--- config.mk ---
export PLATFORM = sky130hd
export DESIGN_NAME = gcd_of_successive_differences_top
export DESIGN_NICKNAME = d
export VERILOG_FILES = /design/src/rtl/core/gsd_pkg.sv /design/src/rtl/core/gsd_front.sv /design/src/rtl/core/gsd_queue.sv /design/src/rtl/core/gsd_back.sv /design/src/rtl/core/gcd_of_successive_differences_top.sv
export SDC_FILE = /design/constraint.sdc
export NUM_CORES = 1
export LEC_CHECK = 0
export BUFFER_PORTS_ARGS = -buffer_cell sky130_fd_sc_hd__buf_2
export CORE_AREA = 2 2 174 176
export CTS_BUF_LIST = sky130_fd_sc_hd__clkbuf_16
export CTS_CLUSTER_SIZE = 25
export DETAILED_ROUTE_END_ITERATION = 7
export DIE_AREA = 0 0 176 178
export HOLD_SLACK_MARGIN = 0.03
export PLACE_DENSITY = 0.81
export SETUP_SLACK_MARGIN = 0.2
export SYNTH_ARGS = -nofsm -noshare
export SYNTH_HDL_FRONTEND = slang
export SYNTH_HIERARCHICAL = 1
export SYNTH_SLANG_ARGS = --single-unit
--- constraint.sdc ---
create_clock -name clk_i -period 4 [get_ports clk_i]
set_input_delay 1.2 -clock clk_i [delete_from_list [all_inputs] [get_ports clk_i]]
set_output_delay 1.2 -clock clk_i [all_outputs]
set_load 0.01 [all_outputs]
--- src/rtl/core/gsd_pkg.sv ---
package gsd_pkg;

  // Number of entries in the queue between the front and the back.
  localparam int unsigned QUEUE_DEPTH = 2;

  // Classification that the front attaches to every queued item.
  typedef struct packed {
    logic has_diff;  // a difference to the previous value exists
    logic last;      // the item closes its sequence
  } gsd_ctl_t;

  // Back-end sequencer states, one-hot.
  typedef enum logic [2:0] {
    ST_IDLE = 3'b001,
    ST_RUN  = 3'b010,
    ST_EMIT = 3'b100
  } gsd_state_e;

  // Back-end status, seen by the top level.
  typedef struct packed {
    logic idle;
    logic run;
    logic emit;
  } gsd_bstat_t;

endpackage

--- src/rtl/core/gsd_front.sv ---
module gsd_front import gsd_pkg::*; #(
  parameter int unsigned W = 32
) (
  input  logic                clk_i,
  input  logic                rst_ni,
  input  logic                in_valid_i,
  output logic                in_stall_o,
  input  logic signed [W-1:0] value_i,
  input  logic                last_i,
  input  logic                q_full_i,
  output logic                q_push_o,
  output logic [W-1:0]        q_diff_o,
  output gsd_ctl_t            q_ctl_o
);

  localparam logic [W-1:0] SignBit = {1'b1, {(W-1){1'b0}}};

  logic [W-1:0] prev_q, prev_d;
  logic         have_prev_q, have_prev_d;
  logic [W-1:0] cur_biased;
  logic [W-1:0] prev_biased;

  // The front stalls only when the queue has no room.
  assign in_stall_o = q_full_i;
  assign q_push_o   = in_valid_i && !q_full_i;

  // Flipping the sign bit maps signed order onto unsigned order.
  assign cur_biased  = value_i ^ SignBit;
  assign prev_biased = prev_q ^ SignBit;

  // Absolute difference; it always fits in W unsigned bits.
  always_comb begin
    if (cur_biased >= prev_biased) begin
      q_diff_o = cur_biased - prev_biased;
    end else begin
      q_diff_o = prev_biased - cur_biased;
    end
  end

  assign q_ctl_o.has_diff = have_prev_q;
  assign q_ctl_o.last     = last_i;

  // Previous value tracking; a last item restarts the sequence.
  always_comb begin
    prev_d      = prev_q;
    have_prev_d = have_prev_q;
    if (q_push_o) begin
      prev_d      = value_i;
      have_prev_d = !last_i;
    end
  end

  always_ff @(posedge clk_i or negedge rst_ni) begin
    if (!rst_ni) begin
      prev_q      <= '0;
      have_prev_q <= 1'b0;
    end else begin
      prev_q      <= prev_d;
      have_prev_q <= have_prev_d;
    end
  end

endmodule

--- src/rtl/core/gsd_queue.sv ---
module gsd_queue import gsd_pkg::*; #(
  parameter int unsigned W = 32
) (
  input  logic         clk_i,
  input  logic         rst_ni,
  input  logic         push_i,
  input  logic [W-1:0] push_diff_i,
  input  gsd_ctl_t     push_ctl_i,
  output logic         full_o,
  output logic         valid_o,
  input  logic         pop_i,
  output logic [W-1:0] pop_diff_o,
  output gsd_ctl_t     pop_ctl_o
);

  localparam int unsigned PtrW = (QUEUE_DEPTH > 1) ? $clog2(QUEUE_DEPTH) : 1;
  localparam int unsigned CntW = $clog2(QUEUE_DEPTH + 1);
  localparam int unsigned EntW = W + $bits(gsd_ctl_t);
  localparam logic [PtrW-1:0] LastPtr = PtrW'(QUEUE_DEPTH - 1);
  localparam logic [CntW-1:0] FullCnt = CntW'(QUEUE_DEPTH);

  logic [EntW-1:0] entry_q [QUEUE_DEPTH];
  logic [PtrW-1:0] wr_ptr_q, rd_ptr_q;
  logic [CntW-1:0] cnt_q;
  logic [EntW-1:0] rd_entry;

  assign full_o   = (cnt_q == FullCnt);
  assign valid_o  = (cnt_q != '0);
  assign rd_entry = entry_q[rd_ptr_q];
  assign pop_diff_o = rd_entry[W-1:0];
  assign pop_ctl_o  = gsd_ctl_t'(rd_entry[EntW-1:W]);

  // Entry storage.
  always_ff @(posedge clk_i) begin
    if (push_i) begin
      entry_q[wr_ptr_q] <= {push_ctl_i, push_diff_i};
    end
  end

  // Pointers and fill count.
  always_ff @(posedge clk_i or negedge rst_ni) begin
    if (!rst_ni) begin
      wr_ptr_q <= '0;
      rd_ptr_q <= '0;
      cnt_q    <= '0;
    end else begin
      if (push_i) begin
        wr_ptr_q <= (wr_ptr_q == LastPtr) ? '0 : wr_ptr_q + 1'b1;
      end
      if (pop_i) begin
        rd_ptr_q <= (rd_ptr_q == LastPtr) ? '0 : rd_ptr_q + 1'b1;
      end
      if (push_i && !pop_i) begin
        cnt_q <= cnt_q + 1'b1;
      end else if (pop_i && !push_i) begin
        cnt_q <= cnt_q - 1'b1;
      end
    end
  end

endmodule

--- src/rtl/core/gsd_back.sv ---
module gsd_back import gsd_pkg::*; #(
  parameter int unsigned W = 32
) (
  input  logic         clk_i,
  input  logic         rst_ni,
  input  logic         q_valid_i,
  input  logic [W-1:0] q_diff_i,
  input  gsd_ctl_t     q_ctl_i,
  output logic         q_pop_o,
  output logic         out_valid_o,
  input  logic         out_stall_i,
  output logic [W-1:0] divisor_o,
  output gsd_bstat_t   stat_o
);

  localparam int unsigned KW = (W > 2) ? $clog2(W) : 1;

  gsd_state_e   state_q, state_d;
  logic [W-1:0] a_q, a_d, b_q, b_d;
  logic [KW-1:0] k_q, k_d;
  logic         last_q, last_d;
  logic [W-1:0] run_q, run_d;
  logic         out_valid_q, out_valid_d;
  logic [W-1:0] divisor_q, divisor_d;
  logic         out_free;
  logic         gcd_done;
  logic [W-1:0] gcd_res;

  assign out_free    = !out_valid_q || !out_stall_i;
  assign out_valid_o = out_valid_q;
  assign divisor_o   = divisor_q;

  assign stat_o.idle = (state_q == ST_IDLE);
  assign stat_o.run  = (state_q == ST_RUN);
  assign stat_o.emit = (state_q == ST_EMIT);

  // Binary GCD finishes once either operand reaches zero.
  assign gcd_done = (a_q == '0) || (b_q == '0);
  assign gcd_res  = ((a_q == '0) ? b_q : a_q) << k_q;

  // Sequencer: one binary GCD step per cycle in the run state.
  always_comb begin
    state_d     = state_q;
    a_d         = a_q;
    b_d         = b_q;
    k_d         = k_q;
    last_d      = last_q;
    run_d       = run_q;
    divisor_d   = divisor_q;
    out_valid_d = out_valid_q && out_stall_i;
    q_pop_o     = 1'b0;
    unique case (state_q)
      ST_IDLE: begin
        if (q_valid_i) begin
          q_pop_o = 1'b1;
          last_d  = q_ctl_i.last;
          if (q_ctl_i.has_diff) begin
            a_d     = q_diff_i;
            b_d     = run_q;
            k_d     = '0;
            state_d = ST_RUN;
          end else if (q_ctl_i.last) begin
            state_d = ST_EMIT;
          end
        end
      end
      ST_RUN: begin
        if (gcd_done) begin
          run_d   = gcd_res;
          state_d = last_q ? ST_EMIT : ST_IDLE;
        end else if (!a_q[0] && !b_q[0]) begin
          a_d = a_q >> 1;
          b_d = b_q >> 1;
          k_d = k_q + 1'b1;
        end else if (!a_q[0]) begin
          a_d = a_q >> 1;
        end else if (!b_q[0]) begin
          b_d = b_q >> 1;
        end else if (a_q >= b_q) begin
          a_d = (a_q - b_q) >> 1;
        end else begin
          b_d = (b_q - a_q) >> 1;
        end
      end
      ST_EMIT: begin
        if (out_free) begin
          divisor_d   = run_q;
          out_valid_d = 1'b1;
          run_d       = '0;
          state_d     = ST_IDLE;
        end
      end
      default: begin
        state_d = ST_IDLE;
      end
    endcase
  end

  // Control registers.
  always_ff @(posedge clk_i or negedge rst_ni) begin
    if (!rst_ni) begin
      state_q     <= ST_IDLE;
      run_q       <= '0;
      out_valid_q <= 1'b0;
    end else begin
      state_q     <= state_d;
      run_q       <= run_d;
      out_valid_q <= out_valid_d;
    end
  end

  // Datapath registers.
  always_ff @(posedge clk_i) begin
    a_q       <= a_d;
    b_q       <= b_d;
    k_q       <= k_d;
    last_q    <= last_d;
    divisor_q <= divisor_d;
  end

endmodule

--- src/rtl/core/gcd_of_successive_differences_top.sv ---
// Channel | Handshake                  | Fields
// input   | in_valid_i / in_stall_o    | value_i (signed), last_i
// output  | out_valid_o / out_stall_i  | divisor_o (unsigned)
//
// The front takes an item per cycle while the two-entry queue has room.
// The back folds each difference into the running GCD with a binary GCD
// unit, one step a cycle; it pops each item first and, on a last item,
// loads the output register once the GCD is done.
// Reset is asynchronous and clears the sequence state; no sweep follows.
// An output stall holds only the back; the front keeps filling the queue.
module gcd_of_successive_differences_top import gsd_pkg::*; #(
  parameter int unsigned VALUE_WIDTH = 32
) (
  input  logic                          clk_i,
  input  logic                          rst_ni,
  input  logic                          in_valid_i,
  output logic                          in_stall_o,
  input  logic signed [VALUE_WIDTH-1:0] value_i,
  input  logic                          last_i,
  output logic                          out_valid_o,
  input  logic                          out_stall_i,
  output logic [VALUE_WIDTH-1:0]        divisor_o
);

  logic                   push;
  logic [VALUE_WIDTH-1:0] push_diff;
  gsd_ctl_t               push_ctl;
  logic                   q_full;
  logic                   q_valid;
  logic                   q_pop;
  logic [VALUE_WIDTH-1:0] q_diff;
  gsd_ctl_t               q_ctl;
  gsd_bstat_t             bstat;

  // Front: difference to the previous value and item classification.
  gsd_front #(.W(VALUE_WIDTH)) u_front (
    .clk_i      (clk_i),
    .rst_ni     (rst_ni),
    .in_valid_i (in_valid_i),
    .in_stall_o (in_stall_o),
    .value_i    (value_i),
    .last_i     (last_i),
    .q_full_i   (q_full),
    .q_push_o   (push),
    .q_diff_o   (push_diff),
    .q_ctl_o    (push_ctl)
  );

  // Queue between front and back.
  gsd_queue #(.W(VALUE_WIDTH)) u_queue (
    .clk_i       (clk_i),
    .rst_ni      (rst_ni),
    .push_i      (push),
    .push_diff_i (push_diff),
    .push_ctl_i  (push_ctl),
    .full_o      (q_full),
    .valid_o     (q_valid),
    .pop_i       (q_pop),
    .pop_diff_o  (q_diff),
    .pop_ctl_o   (q_ctl)
  );

  // Back: iterative GCD and result register.
  gsd_back #(.W(VALUE_WIDTH)) u_back (
    .clk_i       (clk_i),
    .rst_ni      (rst_ni),
    .q_valid_i   (q_valid),
    .q_diff_i    (q_diff),
    .q_ctl_i     (q_ctl),
    .q_pop_o     (q_pop),
    .out_valid_o (out_valid_o),
    .out_stall_i (out_stall_i),
    .divisor_o   (divisor_o),
    .stat_o      (bstat)
  );

  // A taken result is not repeated unless a new one is being loaded.
  assert property (@(posedge clk_i) disable iff (!rst_ni)
    (out_valid_o && !out_stall_i && !bstat.emit) |=> !out_valid_o)
    else $error("result repeated after it was taken");

  // A popped last item always leads toward emitting a result.
  assert property (@(posedge clk_i) disable iff (!rst_ni)
    (q_pop && q_ctl.last) |=> (bstat.emit || bstat.run))
    else $error("last item did not lead to a result");

  // A first item of a longer sequence needs no GCD work.
  assert property (@(posedge clk_i) disable iff (!rst_ni)
    (q_pop && !q_ctl.has_diff && !q_ctl.last) |=> bstat.idle)
    else $error("first item started GCD work");

endmodule
==> metrics.md <==
| Metric | Value |
|---|---|
| Crit end category | flip-flop |
| Commonest non-fill, non-tap cell in the layout | a21oi_1 |
| Primary FF master, synth | edfxtp_1 |
| Layout cells sized above 1 | 0.1564 |
| Yosys reg bits | approximately 240 |
| Worst-Skew Late Latency | between 500 and 600 ps |
| Critical-path top delay cell | edfxtp_1 |
| CP startpoint kind | flip-flop |
| Count of cell types in the netlist | 89 |
| Hold Path Class | flip-flop to flip-flop |
| Fmax achieved | around 270 MHz |
| Slew margin rel. | 0.2230 |
| Worst Setup SP | u_back/b_q[21] |
| WL/cell | 22.67 um |
| RR Startpoint | u_back/b_q[21] |
| Layout Utilization | 0.7055 |
| Worst reg-to-reg path cell count | 11 |
| Ys async rst share | 0.3004 |
| Die H | between 150 and 200 um |
| Mean Syn Cell Area | just over 9 sq um |
| Initial antenna violation count | 0 |
| Sequential share of the synthesized area | 0.3744 |
| Routability Congestion | 1.041 |
| Routed Antenna Nets | 0 |
| Flop-to-flop setup slack | roughly 250 ps |
| TritonCTS Sinks | between 200 and 250 |
| Clock Skews | ~27 ps |
| Fin. Hold Viols | 0 |
| RSZ-0062 raised after global routing | no |
| Die area | 0.03133 sq mm |
| Critical path type | flip-flop to flip-flop |
| Synth Warn # | 6 |
| Fin cells | 2545 |
| Pins Over Slew Limit | 0 |
| Remaining global-route overflow | 0 |
| CTS Buffer Depth | 3 |
| PortBufs | 70 |
| Pre-antenna DRT Iters | 6 |
| Fillers | 2279 |
| Min-delay src | u_front/have_prev_q |
| Worst-path clk slew | about 60 ps |
| EDFF count, synth | 170 |
| Placement Cell Area | between 0.015 and 0.02 sq mm |
| Inserted Clock Buffers | 27 |
| Area Growth Syn to Fin | 12.04% |
| Critical Path, Cell by Cell | ha_2, and2_1, and3_1, nand4_1, a21oi_1, o31a_1, or2_2, nor2_1, nor2_1, o31a_1, buf_4 |
| Root buf cell | clkbuf_16 |
| Total wire length | slightly below 60000 um |
| Syn Inst Count | between 2000 and 2500 |
| Pre-CTS WS | -190.4 ps |
| ANT cells | 0 |
| Critical Path AT | a little under 4000 ps |
| CTS tree | built |
| Number of H-tree levels | 1 |
| Die Wd | between 150 and 200 um |
| Setup WS post-layout | 246.2 ps |
| Row count | 63 |
| Initial Util | 0.6297 |
| Final Cycle Share | 0.9385 |
| Detailed placement HPWL | around 45000 um |
| Hold Path Depth | 0 |
| IO Count | 71 |
| Layout net count | 2305 |
| Core ar. | 0.02940 sq mm |
| Worst Hold Path EP | u_queue/entry_q[0][33] |
| Status | finished, final reports clean |
| Worst path required time | about 4200 ps |
| Worst R2R End | u_back/a_q[10] |
| Min Tclk post-route | about 3800 ps |
| Final setup viols | 0 |
| Vias post-DR | around 17000 |
| Slew @ Worst Pin | between 1000 and 1500 ps |
| Cell Area, Synth | ~0.019 sq mm |
| Largest net degree at the start of global routing | 76 |
| First-pass GRT wire length | roughly 89000 um |
| Via-per-instance ratio | 6.541 |
| Syn Nets | ~2200 |
| CP peak stage delay | around 530 ps |
| DRC Markers | 0 |
| Initial DRC Count | between 2000 and 2500 |
| Global-route total usage across every layer | 0.3659 |
| Most frequent cells in the layout | a21oi_1 (212), nor2_1 (188), edfxtp_1 (170), nand2_1 (159), inv_1 (156) |
| Cells after DPL | 2494 |
| Crit path max fanout | 20 |
| Number of global-route vias before repair | 16155 |
| Maxcap violations | 0 |
| Post-route cell area | around 0.021 sq mm |
cell type report:
class	instances	area [sq um]	area share
timing repair buffer	206	1403	0.06762
sequential	243	6934	0.3343
inverter	155	581.8	0.02805
clock inverter	23	235.2	0.01134
clock buffer	27	675.6	0.03257
tap	390	488.0	0.02352
multi-input combinational	1501	10430	0.5026
state kept, by name, indices dropped and copies added, names as in the netlist, 2 cells and up:
register and count:
u_back/run_q 32, u_queue/entry_q 68, u_queue/cnt_q 2, u_back/divisor_o 32
u_back/a_q 32, u_back/k_q 5, u_back/state_q 3, u_front/prev_q 32
u_back/b_q 32
cell families after synthesis:
group	synth area share
AO/OA/AOI/OAI	0.2139
XOR/XNOR	0.04305
adder cells (fa/ha/maj)	0.09217
buffers and inverters	0.06521
flip-flops	0.3744
multiplexers	0.08157
AND/OR/NAND/NOR	0.1296
worst max path at each step:
stage | to | depth (start not counted)
after detailed placement | u_queue/entry_q[1][30] | 13
after floorplan | u_queue/entry_q[0][30] | 11
after CTS | u_back/a_q[10] | 11
final | u_back/a_q[10] | 11
after global routing | u_back/run_q[24] | 12
after global placement | u_queue/entry_q[0][30] | 12
repair_timing:
item / 4_1_cts / 5_1_grt
resized for setup: 1 / 7
buffers inserted: 0 / 1
hold buffers: 0 / 0
setup endpoints to repair: 49 / 102
pin swaps: 0 / 2
synth_stat cells, drive strengths merged, types with 18 or more instances:
master | instances | area share
nor2 | 189 | 0.038
clkbuf | 74 | 0.015
mux2 | 37 | 0.029
a221oi | 47 | 0.023
dfrtp | 72 | 0.097
xor2 | 33 | 0.016
edfxtp | 170 | 0.28
nand2 | 161 | 0.033
mux2i | 71 | 0.038
o21ai | 152 | 0.041
nand4 | 32 | 0.011
nor4 | 21 | 0.0082
o21bai | 18 | 0.0073
ha | 130 | 0.088
nor3 | 28 | 0.0076
buf | 53 | 0.019
a21oi | 215 | 0.058
xnor2 | 58 | 0.027
a21o | 47 | 0.019
a211oi | 19 | 0.0080
nand3 | 32 | 0.0086
inv | 153 | 0.031
routing by layer:
layer | GRT usage | wire length (um)
met1 | 0.4528 | 21550
met3 | 0.05520 | 5148
met5 | 0 | 0
met2 | 0.6052 | 26690
met4 | 0.2293 | 4315
worst max-delay path: cells and delay by family (launching register included):
family	cells	cell delay (ps)
and+or+nand+nor	6	1220
AOI/OAI and AO/OA	3	830
DFF	1	530
adders and majority gates	1	510
buffers and inverters	1	310
metrics by stage:
step	hold WS [ps]	setup TNS [ps]
finish	479.7	0
global placement	447.5	-360.3
CTS	480.1	0
global route	500.3	0
floorplan	438.4	0
detailed placement	465.3	-1782
Power is not shown: default switching activity piles up to over one toggle a cycle in this logic, so the estimate is an artifact.
